===== config.mk =====
export PLATFORM = sky130hd
export DESIGN_NAME = integer_to_radix_digits
export DESIGN_NICKNAME = d
export VERILOG_FILES = /design/src/hdl/i2r_pkg.sv /design/src/hdl/i2r_dpath.sv /design/src/hdl/i2r_ctrl.sv /design/src/hdl/integer_to_radix_digits.sv
export SDC_FILE = /design/constraint.sdc
export NUM_CORES = 1
export LEC_CHECK = 0
export BUFFER_PORTS_ARGS = -buffer_cell sky130_fd_sc_hd__buf_2
export CAP_MARGIN = 20
export CORE_MARGIN = 2
export CORE_UTILIZATION = 46
export CTS_CLUSTER_DIAMETER = 200
export DETAILED_ROUTE_END_ITERATION = 8
export GPL_TIMING_DRIVEN = 0
export HOLD_SLACK_MARGIN = 0.02
export REMOVE_ABC_BUFFERS = 1
export SYNTH_ARGS = -nofsm -noshare
export SYNTH_HDL_FRONTEND = slang
export SYNTH_SLANG_ARGS = --single-unit

===== constraint.sdc =====
create_clock -name clk -period 8.25 [get_ports clk]
set_clock_uncertainty 0.2 [all_clocks]
set_input_delay 0.825 -clock clk [delete_from_list [all_inputs] [get_ports clk]]
set_output_delay 0.825 -clock clk [all_outputs]
set_load 0.01 [all_outputs]

===== src/hdl/i2r_pkg.sv =====
// Shared types, constants and helpers for the integer to radix digit converter.
`default_nettype none
package i2r_pkg;

	localparam int RADIX_W = 6;
	localparam int DIGIT_W = 6;
	localparam int CHAR_W  = 7;

	localparam logic [RADIX_W-1:0] RADIX_RESET = 6'd10;
	localparam logic [RADIX_W-1:0] RADIX_MIN   = 6'd2;
	localparam logic [RADIX_W-1:0] RADIX_MAX   = 6'd36;
	localparam logic [DIGIT_W-1:0] DEC_DIGITS  = 6'd10;
	localparam logic [CHAR_W-1:0]  ASCII_ZERO  = 7'd48;
	localparam logic [CHAR_W-1:0]  ASCII_A     = 7'd65;

	typedef enum logic [1:0] {
		ST_IDLE,
		ST_DIV,
		ST_POP,
		ST_EMIT
	} i2r_state_t;

	// controller -> datapath
	typedef struct packed {
		logic load;   // latch input value, clear stack
		logic step;   // one quotient bit of the divider
		logic pop;    // read top of stack into the output register
	} i2r_cmd_t;

	// datapath -> controller
	typedef struct packed {
		logic last_bit;    // divider is on its final quotient bit
		logic quot_zero;   // quotient after this step is zero
		logic last_digit;  // output register holds the final digit
	} i2r_stat_t;

	function automatic logic [CHAR_W-1:0] digit_to_ascii(input logic [DIGIT_W-1:0] d);
		logic [CHAR_W-1:0] c;
		if (d < DEC_DIGITS) begin
			c = ASCII_ZERO + {1'b0, d};
		end else begin
			c = ASCII_A + {1'b0, d - DEC_DIGITS};
		end
		return c;
	endfunction

endpackage
`default_nettype wire


===== src/hdl/i2r_dpath.sv =====
// Datapath: radix register, bit-serial divider, digit stack and output register.
`default_nettype none
module i2r_dpath #(
	parameter int STACK_DEPTH = 32,
	parameter int VALUE_BITS  = 31
) (
	input  wire logic                          clk,
	input  wire logic                          arst_n,
	input  wire i2r_pkg::i2r_cmd_t             cmd,
	output i2r_pkg::i2r_stat_t                 stat,
	input  wire logic [VALUE_BITS-1:0]         value,
	input  wire logic                          cfg_we,
	input  wire logic [i2r_pkg::RADIX_W-1:0]   cfg_data,
	output logic [i2r_pkg::DIGIT_W-1:0]        digit_value,
	output logic [i2r_pkg::CHAR_W-1:0]         digit_char
);
	import i2r_pkg::*;

	localparam int AW = $clog2(STACK_DEPTH);
	localparam int CW = $clog2(STACK_DEPTH + 1);
	localparam int BW = $clog2(VALUE_BITS);

	logic [RADIX_W-1:0]    radix_q;
	logic [VALUE_BITS-1:0] quot_q;
	logic [DIGIT_W-1:0]    rem_q;
	logic [BW-1:0]         bcnt_q;
	logic [CW-1:0]         sp_q;
	logic [DIGIT_W-1:0]    rd_q;
	logic                  last_q;
	logic [DIGIT_W-1:0]    mem [STACK_DEPTH];

	logic [DIGIT_W:0]      trial;
	logic                  qbit;
	logic [DIGIT_W-1:0]    rem_next;
	logic [VALUE_BITS-1:0] quot_next;
	logic [CW-1:0]         sp_dec;
	logic                  push;
	logic                  room;

	// restoring division, one quotient bit per cycle
	always_comb begin
		trial     = {rem_q, quot_q[VALUE_BITS-1]};
		qbit      = (trial >= {1'b0, radix_q});
		rem_next  = qbit ? DIGIT_W'(trial - {1'b0, radix_q}) : trial[DIGIT_W-1:0];
		quot_next = {quot_q[VALUE_BITS-2:0], qbit};
		sp_dec    = sp_q - CW'(1);
		room      = (sp_q < CW'(STACK_DEPTH));
		push      = cmd.step && stat.last_bit && room;
	end

	assign stat.last_bit   = (bcnt_q == BW'(VALUE_BITS - 1));
	assign stat.quot_zero  = (quot_next == '0);
	assign stat.last_digit = last_q;

	always_ff @(posedge clk or negedge arst_n) begin
		if (!arst_n) begin
			radix_q <= RADIX_RESET;
		end else if (cfg_we) begin
			if (cfg_data < RADIX_MIN) begin
				radix_q <= RADIX_MIN;
			end else if (cfg_data > RADIX_MAX) begin
				radix_q <= RADIX_MAX;
			end else begin
				radix_q <= cfg_data;
			end
		end
	end

	always_ff @(posedge clk or negedge arst_n) begin
		if (!arst_n) begin
			quot_q <= '0;
			rem_q  <= '0;
			bcnt_q <= '0;
			sp_q   <= '0;
			last_q <= 1'b0;
		end else begin
			if (cmd.load) begin
				quot_q <= value;
				rem_q  <= '0;
				bcnt_q <= '0;
				sp_q   <= '0;
				last_q <= 1'b0;
			end else if (cmd.step) begin
				quot_q <= quot_next;
				if (stat.last_bit) begin
					// digit done; restart on the new quotient
					rem_q  <= '0;
					bcnt_q <= '0;
					if (room) begin
						sp_q <= sp_q + CW'(1);
					end
				end else begin
					rem_q  <= rem_next;
					bcnt_q <= bcnt_q + BW'(1);
				end
			end else if (cmd.pop) begin
				sp_q   <= sp_dec;
				last_q <= (sp_q == CW'(1));
			end
		end
	end

	always_ff @(posedge clk) begin
		if (push) begin
			mem[sp_q[AW-1:0]] <= rem_next;
		end
	end

	always_ff @(posedge clk) begin
		if (cmd.pop) begin
			rd_q <= mem[sp_dec[AW-1:0]];
		end
	end

	assign digit_value = rd_q;
	assign digit_char  = digit_to_ascii(rd_q);

	a_sp_bound: assert property (@(posedge clk) disable iff (!arst_n)
		sp_q <= CW'(STACK_DEPTH))
		else $error("digit stack pointer beyond depth");

	a_rem_lt_radix: assert property (@(posedge clk) disable iff (!arst_n)
		rem_q < radix_q)
		else $error("partial remainder not below radix");

	a_last_empty: assert property (@(posedge clk) disable iff (!arst_n)
		last_q |-> (sp_q == '0))
		else $error("last digit flagged with digits left on stack");

endmodule
`default_nettype wire


===== src/hdl/i2r_ctrl.sv =====
// Controller: sequences load, division, stack pops and digit handshakes.
`default_nettype none
module i2r_ctrl (
	input  wire logic               clk,
	input  wire logic               arst_n,
	input  wire logic               in_valid,
	output logic                    in_ready,
	output logic                    out_valid,
	input  wire logic               out_ready,
	output i2r_pkg::i2r_cmd_t       cmd,
	input  wire i2r_pkg::i2r_stat_t stat
);
	import i2r_pkg::*;

	i2r_state_t state_q;
	i2r_state_t state_d;

	always_ff @(posedge clk or negedge arst_n) begin
		if (!arst_n) begin
			state_q <= ST_IDLE;
		end else begin
			state_q <= state_d;
		end
	end

	always_comb begin
		state_d   = state_q;
		cmd       = '0;
		in_ready  = 1'b0;
		out_valid = 1'b0;
		unique case (state_q)
			ST_IDLE: begin
				in_ready = 1'b1;
				if (in_valid) begin
					cmd.load = 1'b1;
					state_d  = ST_DIV;
				end
			end
			ST_DIV: begin
				cmd.step = 1'b1;
				if (stat.last_bit && stat.quot_zero) begin
					state_d = ST_POP;
				end
			end
			ST_POP: begin
				cmd.pop = 1'b1;
				state_d = ST_EMIT;
			end
			ST_EMIT: begin
				out_valid = 1'b1;
				if (out_ready) begin
					state_d = stat.last_digit ? ST_IDLE : ST_POP;
				end
			end
			default: begin
				state_d = ST_IDLE;
			end
		endcase
	end

	a_cmd_onehot: assert property (@(posedge clk) disable iff (!arst_n)
		$onehot0(cmd))
		else $error("more than one datapath command at once");

	a_accept_div: assert property (@(posedge clk) disable iff (!arst_n)
		(in_valid && in_ready) |=> (state_q == ST_DIV))
		else $error("accepted transaction did not start division");

	a_last_idle: assert property (@(posedge clk) disable iff (!arst_n)
		(out_valid && out_ready && stat.last_digit) |=> (state_q == ST_IDLE))
		else $error("final digit taken but controller not idle");

endmodule
`default_nettype wire


===== src/hdl/integer_to_radix_digits.sv =====
// Top level of the integer to radix digit converter.
`default_nettype none
// Converts one unsigned VALUE_BITS-bit integer into digits of the base held in
// the radix register (2..36, reset 10; writes below 2 store 2, above 36 store 36).
// Digits leave most significant first, one output transaction each, as a value,
// an ASCII character ('0'-'9', 'A'-'Z') and a last flag on the final digit; zero
// gives the single digit '0'. One conversion at a time: in_ready is high only
// while idle. A shared restoring divider produces one quotient bit per cycle, and
// the remainders go onto a digit stack memory with a registered read port. Each
// digit is popped in ST_POP and then offered in ST_EMIT until out_ready takes it.
// If VALUE_BITS exceeds STACK_DEPTH only the STACK_DEPTH least significant
// digits are kept. Configuration writes are always taken.
module integer_to_radix_digits #(
	parameter int STACK_DEPTH = 32,
	parameter int VALUE_BITS  = 31
) (
	input  wire logic                         clk,
	input  wire logic                         arst_n,
	input  wire logic                         in_valid,
	output logic                              in_ready,
	input  wire logic [VALUE_BITS-1:0]        value,
	output logic                              out_valid,
	input  wire logic                         out_ready,
	output logic [i2r_pkg::DIGIT_W-1:0]       digit_value,
	output logic [i2r_pkg::CHAR_W-1:0]        digit_char,
	output logic                              last,
	input  wire logic                         cfg_valid,
	output logic                              cfg_ready,
	input  wire logic [i2r_pkg::RADIX_W-1:0]  cfg_data
);
	import i2r_pkg::*;

	i2r_cmd_t  cmd;
	i2r_stat_t stat;

	assign cfg_ready = 1'b1;
	assign last      = stat.last_digit;

	i2r_ctrl u_ctrl (
		.clk       (clk),
		.arst_n    (arst_n),
		.in_valid  (in_valid),
		.in_ready  (in_ready),
		.out_valid (out_valid),
		.out_ready (out_ready),
		.cmd       (cmd),
		.stat      (stat)
	);

	i2r_dpath #(
		.STACK_DEPTH (STACK_DEPTH),
		.VALUE_BITS  (VALUE_BITS)
	) u_dpath (
		.clk         (clk),
		.arst_n      (arst_n),
		.cmd         (cmd),
		.stat        (stat),
		.value       (value),
		.cfg_we      (cfg_valid && cfg_ready),
		.cfg_data    (cfg_data),
		.digit_value (digit_value),
		.digit_char  (digit_char)
	);

endmodule
`default_nettype wire


==> metrics list <==
- Result of the run: finished, final reports clean
- Across every metal layer, demand over resource in global routing totals 0.181.
- Cell internal power was estimated by the tool at approximately 2.8 mW.
- Vias per Instance: roughly 5.6
- Via count of the first global-routing pass: 6,777
- Kind of end point of the critical path: flop
- The count of pins over their slew limit is 0.
- The worst setup path is launched from a flop.
- Setup repair after global routing left no endpoint under its margin.
- Leaving out fill and tap cells, the most frequent cell in the layout is sky130_fd_sc_hd__edfxtp_1.
- The number of different library cells used by synthesis comes to 60.
* Highest clock rate: 0.277 GHz
* Effective utilization at floorplan: 0.467
- Of the total power, registers draw 0.487.
* Clock transition at the registers of the reported paths: about 0.070 ns
* Overall power after layout: about 3.9 mW
- The first detailed-routing pass took 5 iterations.
* HPWL after DPL: 15,700 um
* Req. time, crit path: 8.30 ns
- TritonCTS Sinks: approximately 260
- Post-CTS timing repair inserted 0 buffers for setup.
* Static leakage: 4.72 nW
* Final nets: approximately 880
- Max-cap violations in this run came to 0.
- Routed wire length: around 23,000 um
* Horiz. Die Dim: between 150 and 200 um
- Later-pin clock latency in the skew report: roughly 0.53 ns
- The first global-routing pass estimated roughly 37,000 um of wire.
- Hold Violations, Final: 0
* Largest net degree at the start of global routing: 63
* Total number of vias: between 6,000 and 7,000
- Of the available clock period, the critical path in the final layout requires 0.437.
* Last weighted congestion value of the routability-driven placer: approximately 0.77
* Proportion of power drawn by the clock network: 0.309
* IO buf count: 57
- Synthesized area per cell: 15.1 sq um
- In the final layout, the share of cells above drive strength 1 is 0.213.
* Filler Cell Count: 1,985
* Root buf cell: sky130_fd_sc_hd__clkbuf_16
- Subtracting the final worst setup slack from the clock period gives 3.61 ns.
- Number of synthesized flops with an enable pin: 198
- Tightest Hold Check Type: in -> async
- For this design the ratio of total power to cell area is 297 mW/mm^2.
- Number of levels in the clock H-tree: 1
- Global route total overflow: 0
* Worst-Margin Slew: just over 1 ns
* Final routed wire length divided by cell count: about 20 um
* Combinational fraction of design power: 0.204
* Initial DRC count: between 500 and 600
- Setup tns final: 0 ns
- In this run, CTS created clock tree buffers numbering 26.
- The number of antenna diodes in the final layout is 0.
- Rows: 57
* CTS tree: yes
* Post-route cell area: 0.0130 sq mm
- For this run, the leading register cell type out of synthesis is sky130_fd_sc_hd__edfxtp_1.
* Instance area at placement: roughly 0.012 sq mm
- For this design the total switching power over the nets is between 1 and 1.5 mW.
- Io pins: 59
- Counting every instance in the synthesized netlist gives approximately 750.
- Across the VDD grid, the largest voltage drop is between 0.15 and 0.2 mV.
- Synth Register Bits: about 260
- Compared with the post-synthesis result, the final layout area differs by 15.1%.
* Number of endpoints failing setup at the final stage: 0
- Count of hold buffers inserted by post-cts repair: 0
- Measured against its own limit, the worst slew margin works out to 0.302.
- The cell area that synthesis handed to floorplanning was 0.0113 sq mm.
* Core outline area: about 0.024 sq mm
- Area of the die: about 0.026 sq mm
* Post-route ant nets: 0
- The clock passes through at most 3 buffers.
- The critical path is of the reg -> reg type.
- Number of synthesis warnings: 0
* Post-synth ARST share: 0.224
- For this run, design rule violations remaining after detail routing come to 0.
- Switch share: 0.274
- On the final layout, the worst hold slack is approximately 0.15 ns.
* Antenna violations before repair: 0
* CP max FO: just under 50
- Post-CTS repair changed the size of 0 cells.
- Commonest cells after routing, fill and taps aside: sky130_fd_sc_hd__edfxtp_1 (198), sky130_fd_sc_hd__nand2_1 (74), sky130_fd_sc_hd__o21ai_0 (58)
- Data arrives at the worst endpoint at 3.65 ns.
- Die Y: around 160 um
* Sequential area share after synthesis: 0.652
[per-layer routing]
layer,share of wire,global-route usage,vias up
li1,-,-,3011
met1,0.42,0.236,3266
met2,0.51,0.313,168
met3,0.048,0.0305,44
met4,0.027,0.0552,0
met5,0,0,-
[cells by family (layout without fill, tap and decap cells)]
family                     Yosys count  count (layout)  synth area share
and+or+nand+nor                    179             179            0.0701
adders and majority gates           24              24            0.0270
buffers and inverters               56             139            0.0232
AOI/OAI and AO/OA                  116             116            0.0645
DFF                                255             255             0.652
xor gates and xnor gates            15              15            0.0116
other                                1               1          0.000332
muxes                              105             105             0.151
[power groups by stage]
stage / clock network, mW / registers, mW / logic, mW
floorplan: 0 / 1.91 / 0.361
global placement: 0 / 1.96 / 0.569
detailed placement: 0 / 1.91 / 0.806
CTS: 1.22 / 1.88 / 0.806
global route: 1.27 / 1.89 / 0.863
finish: 1.19 / 1.88 / 0.789
[Yosys cell counts, types with 6 or more instances]
cell,instances,share of area
sky130_fd_sc_hd__mux2_2,18,0.018
sky130_fd_sc_hd__nor4_1,7,0.0039
sky130_fd_sc_hd__buf_2,9,0.0040
sky130_fd_sc_hd__xor2_1,8,0.0062
sky130_fd_sc_hd__nor2_1,54,0.018
sky130_fd_sc_hd__xnor2_1,7,0.0054
sky130_fd_sc_hd__inv_1,23,0.0076
sky130_fd_sc_hd__a21oi_1,7,0.0031
sky130_fd_sc_hd__dfrtp_1,55,0.12
sky130_fd_sc_hd__mux2i_1,39,0.035
sky130_fd_sc_hd__ha_1,22,0.024
sky130_fd_sc_hd__nor3_1,7,0.0031
sky130_fd_sc_hd__o21ai_0,61,0.027
sky130_fd_sc_hd__mux4_2,38,0.076
sky130_fd_sc_hd__edfxtp_1,198,0.53
sky130_fd_sc_hd__clkbuf_1,15,0.0050
sky130_fd_sc_hd__a22o_1,6,0.0046
sky130_fd_sc_hd__o211ai_1,8,0.0053
sky130_fd_sc_hd__nand2b_1,6,0.0033
sky130_fd_sc_hd__nand3_1,9,0.0040
sky130_fd_sc_hd__a22oi_1,6,0.0040
sky130_fd_sc_hd__mux4_1,10,0.023
sky130_fd_sc_hd__nand2_1,74,0.025
[registers in the layout (all words and copies together), names as in the netlist]
name                 count
u_dpath.quot_q          31
u_dpath.last_q           1
u_dpath.sp_q             6
u_dpath.radix_q          6
u_dpath.bcnt_q           5
u_dpath.digit_value      6
u_dpath.rem_q            6
u_dpath.mem            192
u_ctrl.state_q           2
[path summary, 6_finish.rpt]
path                                  startpoint                     end  slack (ns)  cells past startpoint
worst min register to register  u_dpath.rem_q[5]        u_dpath.rem_q[5]        0.31                      1
worst min-delay path                      arst_n      u_dpath.radix_q[2]        0.15                      1
max in group asynchronous                 arst_n       u_dpath.quot_q[5]        7.09                      2
worst max-delay path             u_dpath.sp_q[0]  u_dpath.digit_value[5]        4.64                      8
worst max register to register   u_dpath.sp_q[0]  u_dpath.digit_value[5]        4.64                      8
min in group clk                       value[25]      u_dpath.quot_q[25]        0.30                      3
[worst max-delay path, stage by stage (launching register included)]
cell                       delay (ns)
sky130_fd_sc_hd__dfrtp_4         0.53
sky130_fd_sc_hd__buf_16          0.32
sky130_fd_sc_hd__inv_1           0.15
sky130_fd_sc_hd__ha_2            0.69
sky130_fd_sc_hd__buf_12          0.29
sky130_fd_sc_hd__mux4_1          0.37
sky130_fd_sc_hd__mux2_2          0.31
sky130_fd_sc_hd__a22oi_1         0.30
sky130_fd_sc_hd__o211ai_1        0.14
[through the flow]
stage | setup slack, ns | std cells | utilization
floorplan | 3.14 | 718 | -
global placement | 1.18 | 1099 | 0.488
detailed placement | 4.60 | 1110 | 0.501
CTS | 4.57 | 1158 | 0.537
global route | 4.42 | 1158 | 0.537
finish | 4.64 | 1158 | 0.537
[layout make-up]
class / instances / area [sq um] / share of cell area
tap: 324 / 405 / 0.0311
clock inverter: 16 / 178 / 0.0136
timing repair buffer: 68 / 520 / 0.0400
sequential: 255 / 7380 / 0.567
multi-input combinational: 440 / 3760 / 0.289
inverter: 23 / 86.3 / 0.00663
clock buffer: 32 / 694 / 0.0533
Note: power is estimated with default switching activity, not from simulation.
